==> config.mk <==
export PLATFORM = sky130hd
export DESIGN_NAME = ycc_palette_color_generator
export DESIGN_NICKNAME = d
export VERILOG_FILES = /design/src/sv/ycc_pcg_pkg.sv /design/src/sv/ycc_palette_color_generator.sv
export SDC_FILE = /design/constraint.sdc
export NUM_CORES = 2
export LEC_CHECK = 0
export BUFFER_PORTS_ARGS = -buffer_cell sky130_fd_sc_hd__buf_2
export CORE_MARGIN = 10
export CORE_UTILIZATION = 50
export DETAILED_ROUTE_END_ITERATION = 12
export GPL_ROUTABILITY_DRIVEN = 0
export PLACE_DENSITY = 0.65
export SYNTH_ARGS = -nofsm -noshare
export SYNTH_HDL_FRONTEND = slang
export SYNTH_SLANG_ARGS = --single-unit
==> constraint.sdc <==
create_clock -name clock -period 10.94 [get_ports clock]
set_clock_uncertainty 0.15 [all_clocks]
set_input_delay 1.094 -clock clock [delete_from_list [all_inputs] [get_ports clock]]
set_output_delay 1.094 -clock clock [all_outputs]
set_load 0.02 [all_outputs]
==> src/sv/ycc_pcg_pkg.sv <==
// ----------------------------------------------------------------------------
// ycc_pcg_pkg
// Types, constants and helper functions of the YCbCr palette color generator.
// ----------------------------------------------------------------------------
package ycc_pcg_pkg;

   localparam int IDX_W     = 8;
   localparam int LVL_W     = 9;
   localparam int CH_W      = 8;
   localparam int CSR_IDX_W = 2;
   localparam int IDX_SPAN  = 1 << IDX_W;

   // register indexes
   localparam logic [CSR_IDX_W-1:0] REG_LUMA_LEVELS = 2'd0;
   localparam logic [CSR_IDX_W-1:0] REG_CR_LEVELS   = 2'd1;
   localparam logic [CSR_IDX_W-1:0] REG_CB_LEVELS   = 2'd2;

   localparam logic [LVL_W-1:0] LUMA_LEVELS_RST = 9'd8;
   localparam logic [LVL_W-1:0] CR_LEVELS_RST   = 9'd4;
   localparam logic [LVL_W-1:0] CB_LEVELS_RST   = 9'd4;

   // pipeline shape
   localparam int DIV_STEPS       = IDX_W;
   localparam int STEPS_PER_STAGE = 2;
   localparam int STAGES_PER_DIV  = DIV_STEPS / STEPS_PER_STAGE;
   localparam int SPLIT_DIVS      = 3;
   localparam int SPLIT_STAGES    = SPLIT_DIVS * STAGES_PER_DIV;
   localparam int LEVEL_STAGES    = STAGES_PER_DIV;
   localparam int TAIL_STAGES     = 5;
   localparam int RSP_LATENCY     = SPLIT_STAGES + LEVEL_STAGES + TAIL_STAGES;

   // lanes of the level divider and color channels
   localparam int NUM_LANES = 3;
   localparam int LANE_LUMA = 0;
   localparam int LANE_CR   = 1;
   localparam int LANE_CB   = 2;
   localparam int NUM_CH    = 3;
   localparam int CH_RED    = 0;
   localparam int CH_GREEN  = 1;
   localparam int CH_BLUE   = 2;

   // color math in thousandths
   localparam int MILLI_W = 18;
   localparam int PROD_W  = 21;
   localparam int RECIP_W = 19;
   localparam int QPROD_W = MILLI_W + RECIP_W;
   localparam int HALF_DIVIDEND = 128;

   localparam logic [LVL_W-1:0]          CENTER_LVL  = 9'd128;
   localparam logic [MILLI_W-1:0]        SCALE_MILLI = 18'd1000;
   localparam logic signed [PROD_W-1:0]  COEF_R_CB   = 21'sd1366;
   localparam logic signed [PROD_W-1:0]  COEF_G_CB   = 21'sd700;
   localparam logic signed [PROD_W-1:0]  COEF_G_CR   = 21'sd334;
   localparam logic signed [PROD_W-1:0]  COEF_B_CR   = 21'sd1732;
   localparam logic signed [PROD_W-1:0]  SAT_MILLI   = 21'sd255000;
   // ceil(2^28 / 1000): exact floor division for values below 2^18
   localparam logic [RECIP_W-1:0]        RECIP_1000  = 19'd268436;
   localparam int                        RECIP_SHIFT = 28;

   typedef logic [LVL_W-1:0] level_type;

   typedef struct packed {
      logic [LVL_W-1:0] rem;
      logic             qbit;
   } div_step_type;

   typedef struct packed {
      logic [IDX_W-1:0] shq;     // dividend bits out at the top, quotient bits in below
      logic [LVL_W-1:0] rem;
      logic [IDX_W-1:0] cb_num;
      logic [IDX_W-1:0] cr_num;
   } split_type;

   typedef struct packed {
      logic [LVL_W-1:0] rem;
      logic [IDX_W-1:0] quo;
   } lane_div_type;

   typedef struct packed {
      logic               full;
      logic [MILLI_W-1:0] val;
   } milli_sat_type;

   function automatic level_type eff_levels(input level_type v);
      return (v == '0) ? level_type'(1) : v;
   endfunction

   // one restoring division step; rem must be below divisor
   function automatic div_step_type div_step(input logic [LVL_W-1:0] rem,
                                             input logic din,
                                             input logic [LVL_W-1:0] divisor);
      logic [LVL_W:0] shifted;
      div_step_type   res;
      shifted = {rem, din};
      if (shifted >= {1'b0, divisor}) begin
         res.rem  = LVL_W'(shifted - {1'b0, divisor});
         res.qbit = 1'b1;
      end else begin
         res.rem  = shifted[LVL_W-1:0];
         res.qbit = 1'b0;
      end
      return res;
   endfunction

   function automatic milli_sat_type sat_milli(input logic signed [PROD_W-1:0] sum);
      milli_sat_type res;
      res.full = 1'b0;
      res.val  = '0;
      if (!sum[PROD_W-1]) begin
         if (sum >= SAT_MILLI) begin
            res.full = 1'b1;
         end else begin
            res.val = sum[MILLI_W-1:0];
         end
      end
      return res;
   endfunction

endpackage

==> src/sv/ycc_palette_color_generator.sv <==
// ----------------------------------------------------------------------------
// ycc_palette_color_generator
// Takes one request per clock; the result strobe follows the accepted request
// through 12 index-split divider stages, 4 level divider stages and 5 color
// stages. busy is high only during reset.
// Synchronous reset flushes all requests in flight and loads the default
// level counts. The receiver cannot stall; csr_ready is low while a request
// is offered or in flight.
// ----------------------------------------------------------------------------
module ycc_palette_color_generator
   import ycc_pcg_pkg::*;
#(
   parameter int PALETTE_SIZE = 256
) (
   input  logic                 clock,
   input  logic                 reset,
   input  logic                 start,
   output logic                 busy,
   input  logic [IDX_W-1:0]     req_palette_index,
   output logic                 rsp_valid,
   output logic [CH_W-1:0]      rsp_red,
   output logic [CH_W-1:0]      rsp_green,
   output logic [CH_W-1:0]      rsp_blue,
   input  logic                 csr_valid,
   output logic                 csr_ready,
   input  logic [CSR_IDX_W-1:0] csr_index,
   input  logic [LVL_W-1:0]     csr_wdata
);

   // configuration
   level_type luma_levels_ff, cr_levels_ff, cb_levels_ff;
   level_type lane_levels [NUM_LANES];

   logic [IDX_W-1:0] wrap_tab [IDX_SPAN];
   logic [IDX_W-1:0] half_tab [IDX_SPAN];

   // index split: cb, cr and luma divisions back to back
   logic [SPLIT_STAGES-1:0] split_vld_ff;
   split_type               split_ff  [SPLIT_STAGES];
   split_type               split_src [SPLIT_STAGES];
   split_type               split_in  [SPLIT_STAGES];

   // level value divisions, one lane per component
   logic [LEVEL_STAGES-1:0] lv_vld_ff;
   lane_div_type            lv_ff  [LEVEL_STAGES][NUM_LANES];
   lane_div_type            lv_src [LEVEL_STAGES][NUM_LANES];
   lane_div_type            lv_in  [LEVEL_STAGES][NUM_LANES];

   logic [TAIL_STAGES-1:0]  tail_vld_ff;

   logic [IDX_W-1:0]        lvl_val [NUM_LANES];
   logic [IDX_W-1:0]        e_luma_ff;
   logic signed [LVL_W-1:0] e_dcr_ff, e_dcb_ff;

   logic [MILLI_W-1:0]       m_luma_ff;
   logic signed [PROD_W-1:0] m_rcb_ff, m_gcb_ff, m_gcr_ff, m_bcr_ff;
   logic signed [PROD_W-1:0] ch_sum [NUM_CH];

   milli_sat_type           s_ff [NUM_CH];
   logic                    q_full_ff [NUM_CH];
   logic [CH_W-1:0]         q_val_ff  [NUM_CH];
   logic [CH_W-1:0]         q_val_in  [NUM_CH];
   logic [CH_W-1:0]         rsp_ch_ff [NUM_CH];

   logic                    req_accept;

   assign busy       = reset;
   assign req_accept = start && !busy;
   // a request entering at the same edge would see mixed level counts
   assign csr_ready  = !(req_accept || (|split_vld_ff) || (|lv_vld_ff) || (|tail_vld_ff));

   always_ff @(posedge clock) begin
      if (reset) begin
         luma_levels_ff <= LUMA_LEVELS_RST;
         cr_levels_ff   <= CR_LEVELS_RST;
         cb_levels_ff   <= CB_LEVELS_RST;
      end else if (csr_valid && csr_ready) begin
         unique case (csr_index)
            REG_LUMA_LEVELS: luma_levels_ff <= csr_wdata;
            REG_CR_LEVELS:   cr_levels_ff   <= csr_wdata;
            REG_CB_LEVELS:   cb_levels_ff   <= csr_wdata;
            default: ;
         endcase
      end
   end

   always_comb begin
      lane_levels[LANE_LUMA] = eff_levels(luma_levels_ff);
      lane_levels[LANE_CR]   = eff_levels(cr_levels_ff);
      lane_levels[LANE_CB]   = eff_levels(cb_levels_ff);
   end

   // index wrap to the palette and the 256/(2R) term, both constant tables
   for (genvar gi = 0; gi < IDX_SPAN; gi++) begin : g_tab
      localparam int WRAP_VAL = gi % PALETTE_SIZE;
      localparam int HALF_VAL = HALF_DIVIDEND / ((gi == 0) ? 1 : gi);
      assign wrap_tab[gi] = IDX_W'(WRAP_VAL);
      assign half_tab[gi] = IDX_W'(HALF_VAL);
   end

   // ---------------- index split ----------------
   always_comb begin
      split_src[0] = '{shq: wrap_tab[req_palette_index], rem: '0, cb_num: '0, cr_num: '0};
      for (int s = 1; s < SPLIT_STAGES; s++) begin
         split_src[s] = split_ff[s-1];
      end
   end

   always_comb begin
      split_type    cur;
      level_type    divisor;
      div_step_type st;
      for (int s = 0; s < SPLIT_STAGES; s++) begin
         cur = split_src[s];
         // remainder of the previous division is a level number
         if (s == STAGES_PER_DIV) begin
            cur.cb_num = cur.rem[IDX_W-1:0];
            cur.rem    = '0;
         end
         if (s == 2 * STAGES_PER_DIV) begin
            cur.cr_num = cur.rem[IDX_W-1:0];
            cur.rem    = '0;
         end
         if (s < STAGES_PER_DIV) begin
            divisor = lane_levels[LANE_CB];
         end else if (s < 2 * STAGES_PER_DIV) begin
            divisor = lane_levels[LANE_CR];
         end else begin
            divisor = lane_levels[LANE_LUMA];
         end
         for (int k = 0; k < STEPS_PER_STAGE; k++) begin
            st      = div_step(cur.rem, cur.shq[IDX_W-1], divisor);
            cur.rem = st.rem;
            cur.shq = {cur.shq[IDX_W-2:0], st.qbit};
         end
         split_in[s] = cur;
      end
   end

   always_ff @(posedge clock) begin
      if (reset) begin
         split_vld_ff <= '0;
      end else begin
         split_vld_ff <= {split_vld_ff[SPLIT_STAGES-2:0], req_accept};
      end
   end

   always_ff @(posedge clock) begin
      for (int s = 0; s < SPLIT_STAGES; s++) begin
         split_ff[s] <= split_in[s];
      end
   end

   // ---------------- level values: n*256/R ----------------
   always_comb begin
      split_type last;
      last = split_ff[SPLIT_STAGES-1];
      lv_src[0][LANE_LUMA] = '{rem: last.rem,            quo: '0};
      lv_src[0][LANE_CR]   = '{rem: {1'b0, last.cr_num}, quo: '0};
      lv_src[0][LANE_CB]   = '{rem: {1'b0, last.cb_num}, quo: '0};
      for (int j = 1; j < LEVEL_STAGES; j++) begin
         for (int ln = 0; ln < NUM_LANES; ln++) begin
            lv_src[j][ln] = lv_ff[j-1][ln];
         end
      end
   end

   always_comb begin
      lane_div_type cur;
      div_step_type st;
      for (int j = 0; j < LEVEL_STAGES; j++) begin
         for (int ln = 0; ln < NUM_LANES; ln++) begin
            cur = lv_src[j][ln];
            for (int k = 0; k < STEPS_PER_STAGE; k++) begin
               st      = div_step(cur.rem, 1'b0, lane_levels[ln]);
               cur.rem = st.rem;
               cur.quo = {cur.quo[IDX_W-2:0], st.qbit};
            end
            lv_in[j][ln] = cur;
         end
      end
   end

   always_ff @(posedge clock) begin
      if (reset) begin
         lv_vld_ff <= '0;
      end else begin
         lv_vld_ff <= {lv_vld_ff[LEVEL_STAGES-2:0], split_vld_ff[SPLIT_STAGES-1]};
      end
   end

   always_ff @(posedge clock) begin
      for (int j = 0; j < LEVEL_STAGES; j++) begin
         for (int ln = 0; ln < NUM_LANES; ln++) begin
            lv_ff[j][ln] <= lv_in[j][ln];
         end
      end
   end

   // ---------------- color tail ----------------
   always_ff @(posedge clock) begin
      if (reset) begin
         tail_vld_ff <= '0;
      end else begin
         tail_vld_ff <= {tail_vld_ff[TAIL_STAGES-2:0], lv_vld_ff[LEVEL_STAGES-1]};
      end
   end

   // counts of 256 and more give no half-step term
   always_comb begin
      for (int ln = 0; ln < NUM_LANES; ln++) begin
         lvl_val[ln] = lv_ff[LEVEL_STAGES-1][ln].quo +
                       (lane_levels[ln][LVL_W-1] ? '0 : half_tab[lane_levels[ln][IDX_W-1:0]]);
      end
   end

   always_comb begin
      logic signed [PROD_W-1:0] luma_s;
      luma_s = $signed({{(PROD_W - MILLI_W){1'b0}}, m_luma_ff});
      ch_sum[CH_RED]   = luma_s + m_rcb_ff;
      ch_sum[CH_GREEN] = luma_s - m_gcb_ff - m_gcr_ff;
      ch_sum[CH_BLUE]  = luma_s + m_bcr_ff;
   end

   always_comb begin
      logic [QPROD_W-1:0] prod;
      for (int ch = 0; ch < NUM_CH; ch++) begin
         prod         = QPROD_W'(s_ff[ch].val) * QPROD_W'(RECIP_1000);
         q_val_in[ch] = prod[RECIP_SHIFT +: CH_W];
      end
   end

   always_ff @(posedge clock) begin
      // level values and centered chroma
      e_luma_ff <= lvl_val[LANE_LUMA];
      e_dcr_ff  <= LVL_W'({1'b0, lvl_val[LANE_CR]}) - CENTER_LVL;
      e_dcb_ff  <= LVL_W'({1'b0, lvl_val[LANE_CB]}) - CENTER_LVL;
      // products in thousandths
      m_luma_ff <= MILLI_W'(e_luma_ff) * SCALE_MILLI;
      m_rcb_ff  <= PROD_W'(e_dcb_ff) * COEF_R_CB;
      m_gcb_ff  <= PROD_W'(e_dcb_ff) * COEF_G_CB;
      m_gcr_ff  <= PROD_W'(e_dcr_ff) * COEF_G_CR;
      m_bcr_ff  <= PROD_W'(e_dcr_ff) * COEF_B_CR;
      for (int ch = 0; ch < NUM_CH; ch++) begin
         s_ff[ch]      <= sat_milli(ch_sum[ch]);
         q_full_ff[ch] <= s_ff[ch].full;
         q_val_ff[ch]  <= q_val_in[ch];
         if (tail_vld_ff[TAIL_STAGES-2]) begin
            rsp_ch_ff[ch] <= q_full_ff[ch] ? '1 : q_val_ff[ch];
         end
      end
   end

   assign rsp_valid = tail_vld_ff[TAIL_STAGES-1];
   assign rsp_red   = rsp_ch_ff[CH_RED];
   assign rsp_green = rsp_ch_ff[CH_GREEN];
   assign rsp_blue  = rsp_ch_ff[CH_BLUE];

endmodule

# Yosys cells after proc, flatten, opt, wreduce, memory -nomap -nowiden
# Memories as Yosys holds them, arrays and structs flattened.
# Index checks and enable logic that the tools add are counted.
[op_classes]
mul = 8
bitwise = 4
order_cmp = 55
eq_ne = 2
n_addsub = 57
mux = 76
reduce_logical = 17
[ops]
columns = ["operator", "count"]
rows = [
  ["10-bit two-way mux", 48],
  ["10-bit by 9-bit >= comparator with 1-bit output", 43],
  ["9-bit subtractor", 45],
  ["8-bit two-way mux", 14],
  ["18-bit by 17-bit multiplier with 34-bit output, second input constant", 3],
  ["21-bit by 19-bit >= comparator with 1-bit output, second input constant", 3],
  ["19-bit two-way mux", 3],
  ["18-bit two-way mux", 3],
  ["19-bit by 21-bit adder with 21-bit output", 2],
  ["9-bit >= comparator, second input constant", 4],
  ["9-bit by 9-bit multiplier with 18-bit output, second input constant", 2],
  ["8-bit inverter with 9-bit output", 4],
  ["1-bit by 9-bit >= comparator with 1-bit output", 3],
  ["9-bit logical NOT", 3],
  ["9-bit two-way mux", 3],
  ["1-bit by 9-bit subtractor with 9-bit output", 3],
  ["8-bit adder", 3],
  ["19-bit by 21-bit subtractor with 21-bit output", 1],
  ["21-bit subtractor", 1],
  ["9-bit by 11-bit multiplier with 20-bit output, second input constant", 1],
  ["9-bit by 10-bit multiplier with 19-bit output, second input constant", 1],
  ["9-bit >= comparator", 2],
  ["8-bit by 8-bit subtractor with 9-bit output, second input constant", 2],
  ["8-bit by 7-bit multiplier with 15-bit output, second input constant", 1],
  ["11 further kinds", 21],
]
[word_totals]
mem_bits_ro = 8192
ramBits = 708
inputBits = 23
output_inout_bits = 27
reg_bits = 167
memories = 10
[memory_table]
columns = ["memory", "words", "width", "read_ports", "rd_ports_with_merged_regs", "write_ports", "line_no", "source"]
rows = [
  ["(no name shown)", 256, 8, 1, 0, 0, "ycc_palette_color_generator.sv:213", "(lane_levels[ln][LVL_W-1] ? '0 : half_tab[lane_levels[ln][IDX_W-1:0]]);"],
  ["(no name shown)", 256, 8, 1, 0, 0, "ycc_palette_color_generator.sv:213", ""],
  ["(no name shown)", 256, 8, 1, 0, 0, "ycc_palette_color_generator.sv:213", ""],
  ["(no name shown)", 256, 8, 1, 0, 0, "ycc_palette_color_generator.sv:103", "split_src[0] = '{shq: wrap_tab[req_palette_index], rem: '0, cb_num: '0, cr_num: '0};"],
  ["split_ff", 12, 33, 12, 0, 12, "ycc_palette_color_generator.sv:39", "split_type split_ff [SPLIT_STAGES];"],
  ["lv_ff", 4, 51, 4, 0, 4, "ycc_palette_color_generator.sv:45", "lane_div_type lv_ff [LEVEL_STAGES][NUM_LANES];"],
  ["+4 memories", "-", "-", "-", "-", "-", "-", ""],
]

# Logic depth before layout (Yosys ltp)
[depth]
depth_word = 9
depth_mapped = 26
depth_no_buf = 24

# Worst setup path after synthesis
# Ideal clock, no wire load.
[synth_path]
kind = "reg2reg"
startpoint = "reg cb_levels_ff[1]"
endpoint = "mem split_ff[0][116] (netlist name)"
setup_time_ns = 0.121
path_slack_ns = 5.076
required_time_ns = 10.669
synth_period_minus_slack_ns = 5.864
n_path_buf = 1
arrival_time_ns = 5.594
path_stages_with_launch = 26
path_cell_list = "dfxtp_1 > clkinv_1 > nand3_1 > nand2_2 > ha_1 > inv_1 > fa_1 > a21o_1 > a21oi_1 > nor2_1 > o31a_1 > nor2b_1 > clkbuf_1 > inv_1 > nor2_1 > a21oi_1 > fa_1 > a21o_1 > a21oi_1 > o21bai_1 > a21oi_1 > o21ai_0 > nand3_1 > nand2_1 > a211oi_2 > mux2_2"
[synth_rtl]
columns = ["element", "line_no", "source"]
rows = [
  ["from (decl)", "ycc_palette_color_generator.sv:31", "level_type luma_levels_ff, cr_levels_ff, cb_levels_ff;"],
  ["from (signal assigned)", "ycc_palette_color_generator.sv:81", "REG_CB_LEVELS: cb_levels_ff <= csr_wdata;"],
  ["to (decl)", "ycc_palette_color_generator.sv:39", ""],
]

==> flow_metrics.tcl <==
set metrics [dict create \
    synth_top_flop_cell "dfxtp_1" \
    globalRoute.totalOverflow 0 \
    grt_pass1_wl_mm 204 \
    cpMaxStageDelayCell "a211oi_2" \
    start_util_pct 50.3 \
    cp_top_family "compound AO/OA/AOI/OAI gates" \
    grtUsageTotal_pct 19.7 \
    ant_nets 0 \
    yosysTopAreaCellShare_pct 24.4 \
    start_kind "flop" \
    io_buffers 49 \
    end_kind "flop" \
    wl_per_cell_um 16.4 \
    drc_errors 0 \
    cts_made_buffers 81 \
    synth_fp_nets 7291 \
    synthCells 5911 \
    post_cts_resized 0 \
    io_pins 50 \
    synth_area_um2 55500 \
    syn_area_per_cell_um2 9.39 \
    hold_class "flop to flop" \
    htree_levels 3 \
    path_max_fanout 19 \
    setup-tns-final_ns 0 \
    post_cts_buffers 0 \
    dr.pass1.iters 6 \
    grt_max_degree 48 \
    synth_warnings 0 \
    finalSetupViolCount 0 \
    worst_pin_slew_ns 1.09 \
    antenna_found_initial 8 \
    yosysUniqueCellTypes 95 \
    placed_area_um2 57500 \
    clkSlewWorstSetupHoldPaths_ns 0.06 \
    fin_area_um2 60400 \
    finalCritPeriodShare_pct 66.0 \
    num_rows 122 \
    crit_required_ns 11.34 \
    fin_util_pct 54.7 \
    route.detailed.vias_per_inst 5.38 \
    wl_mm 124 \
    cts_root_buffer "clkbuf_16" \
    core_um2 110000 \
    fin_crit_ns 7.22 \
    place_hpwl_mm 96.9 \
    synth-edff-count 24 \
    ys_seq_elements 682 \
    clk_path_buf_depth 3 \
    critPathArrivalTime_ns 7.62 \
    synthTopCellsByArea "ha_1 (24%), dfxtp_1 (24%), fa_1 (9.9%)" \
    finalMaxSlewViolations 0 \
    drive_gt1_share_pct 7.64 \
    crit_type "flop to flop" \
    crit_chain "nor2_1 > a31o_2 > ha_1 > inv_1 > fa_1 > a21o_1 > a21oi_1 > o22ai_1 > nor2_1 > nor2b_1 > nor2_1 > o21ai_0 > fa_1 > a21o_1 > a21oi_1 > o21bai_1 > a21oi_1 > o21ai_0 > nand3_1 > nand2_1 > a211oi_2 > mux2_2" \
    rsz0062_at_grt "no" \
    nets 7376 \
    drv_cap 0 \
    slew_headroom_pct 27.4 \
    fp.dieArea_um2 125000 \
    die_w_um 353 \
    cp_num_buf_inv 1 \
    grt_pass1_vias 40300 \
    via_count 40600 \
    whs_ns 0.163 \
    status "finished, final reports clean" \
    async_flop_share_pct 0 \
    die_h_um 353 \
    max_stage_delay_ns 0.69 \
    holdBufCountCts 0 \
    seq_area_frac_synth_pct 25.0 \
    cts.sinks 682 \
    hold_violations 0 \
    syn2layout_area_growth_pct 8.90 \
    drt_iter0_markers 2257 \
    max_freq_mhz 139 \
    synth_top_area_cell "ha_1" \
    cts_tree "yes" \
    clkLatencyLatePin_ns 0.67 \
]
==> cell type report <==
cell class                      instances  area [um2]
Tap cell                             1488        1860
Timing Repair Buffer                   80         478
Fill cell                            9995       49900
Antenna cell                            2        5.00
Clock buffer                           99        2220
Multi-Input combinational cell       4338       38200
Clock inverter                         49         688
Inverter                              813        3050
Sequential cell                       682       13900
==> layout by cell type (no fill, tap or decap), drive strengths merged, types with 44 or more instances in the layout <==
master  count
ha       1084
inv       819
dfxtp     658
a21oi     412
nor2      377
fa        273
xnor2     268
o21ai     240
nand2     216
a21o      192
mux2      154
xor2      120
clkbuf     99
nor3       95
nor2b      92
nand4      87
buf        80
o21bai     79
nand3      58
mux2i      55
nand2b     52
or2        51
a31oi      44
==> cell families (layout without fill, tap and decap cells) <==
family | count (synthesis) | after routing | share of synthesized area, %
DFF | 682 | 682 | 25.0
buffers and inverters | 891 | 1041 | 6.10
adders and majority gates | 1357 | 1357 | 34.3
xor gates and xnor gates | 388 | 388 | 6.12
and+or+nand+nor | 1158 | 1158 | 10.3
AOI/OAI and AO/OA | 1226 | 1226 | 14.0
muxes | 209 | 209 | 4.12
other | 0 | 2 | 0
==> final timing paths <==
kind	depth (start not counted)	end	slack, ns	start
max	22	split_ff[1][120]$_DFF_P_	3.72	cr_levels_ff[4]$_SDFFE_PP0P_
min	0	split_ff[2][102]$_DFF_P_	0.16	split_ff[2][69]$_DFF_P_
min reg2reg	0	split_ff[2][102]$_DFF_P_	0.16	split_ff[2][69]$_DFF_P_
max reg2reg	22	split_ff[1][120]$_DFF_P_	3.72	cr_levels_ff[4]$_SDFFE_PP0P_
==> state kept, by name, indices dropped and copies added, names as in the netlist, 12 cells and up <==
register      flops
m_bcr_ff         19
lv_ff           141
q_val_ff         24
m_luma_ff        15
m_gcb_ff         18
s_ff             53
m_rcb_ff         18
split_vld_ff     12
m_gcr_ff         17
split_ff        278
rsp_ch_ff        24
==> metal layers <==
layer  part of all wire, %  up-vias  track usage [%]
met5                 0.056        -                0
met4                   3.3       10             6.49
met3                   4.8      232             3.32
met2                    46      777             33.0
met1                    46    19000             25.5
li1                      -    20600                -
==> synthesized netlist by cell type, types with 6 or more instances <==
cell type	instances
ha_1	1084
inv_1	805
dfxtp_1	658
a21oi_1	411
nor2_1	377
fa_1	273
xnor2_1	268
o21ai_0	230
nand2_1	214
a21o_1	192
mux2_2	153
xor2_1	120
nor3_1	93
nor2b_1	92
nand4_1	86
o21bai_1	79
clkbuf_1	59
nand3_1	57
mux2i_1	55
nand2b_1	52
or2_2	50
a31oi_1	42
o21a_1	42
a211oi_1	37
edfxtp_1	24
and2_1	23
a21boi_0	21
and3_1	21
o31ai_1	18
a211o_1	17
or3_1	17
nor4_1	16
nor3b_1	15
a2111oi_0	13
o31a_1	13
buf_2	12
a311oi_1	11
nand3b_1	10
a221oi_1	9
and4_1	8
o211ai_1	8
o21ai_1	8
a41oi_1	7
a31o_2	6
o211a_1	6
==> through the flow <==
| step | std cells | setup slack (ns) |
|---|---|---|
| 3_3_place_gp | 7401 | 4.07 |
| 2_1_floorplan | 5911 | 5.08 |
| 4_1_cts | 7549 | 3.80 |
| 6_report | 7551 | 3.72 |
| 5_1_grt | 7550 | 3.13 |
| 3_5_place_dp | 7401 | 3.82 |
Power is not shown: default switching activity piles up to over one toggle a cycle in this logic, so the estimate is an artifact.
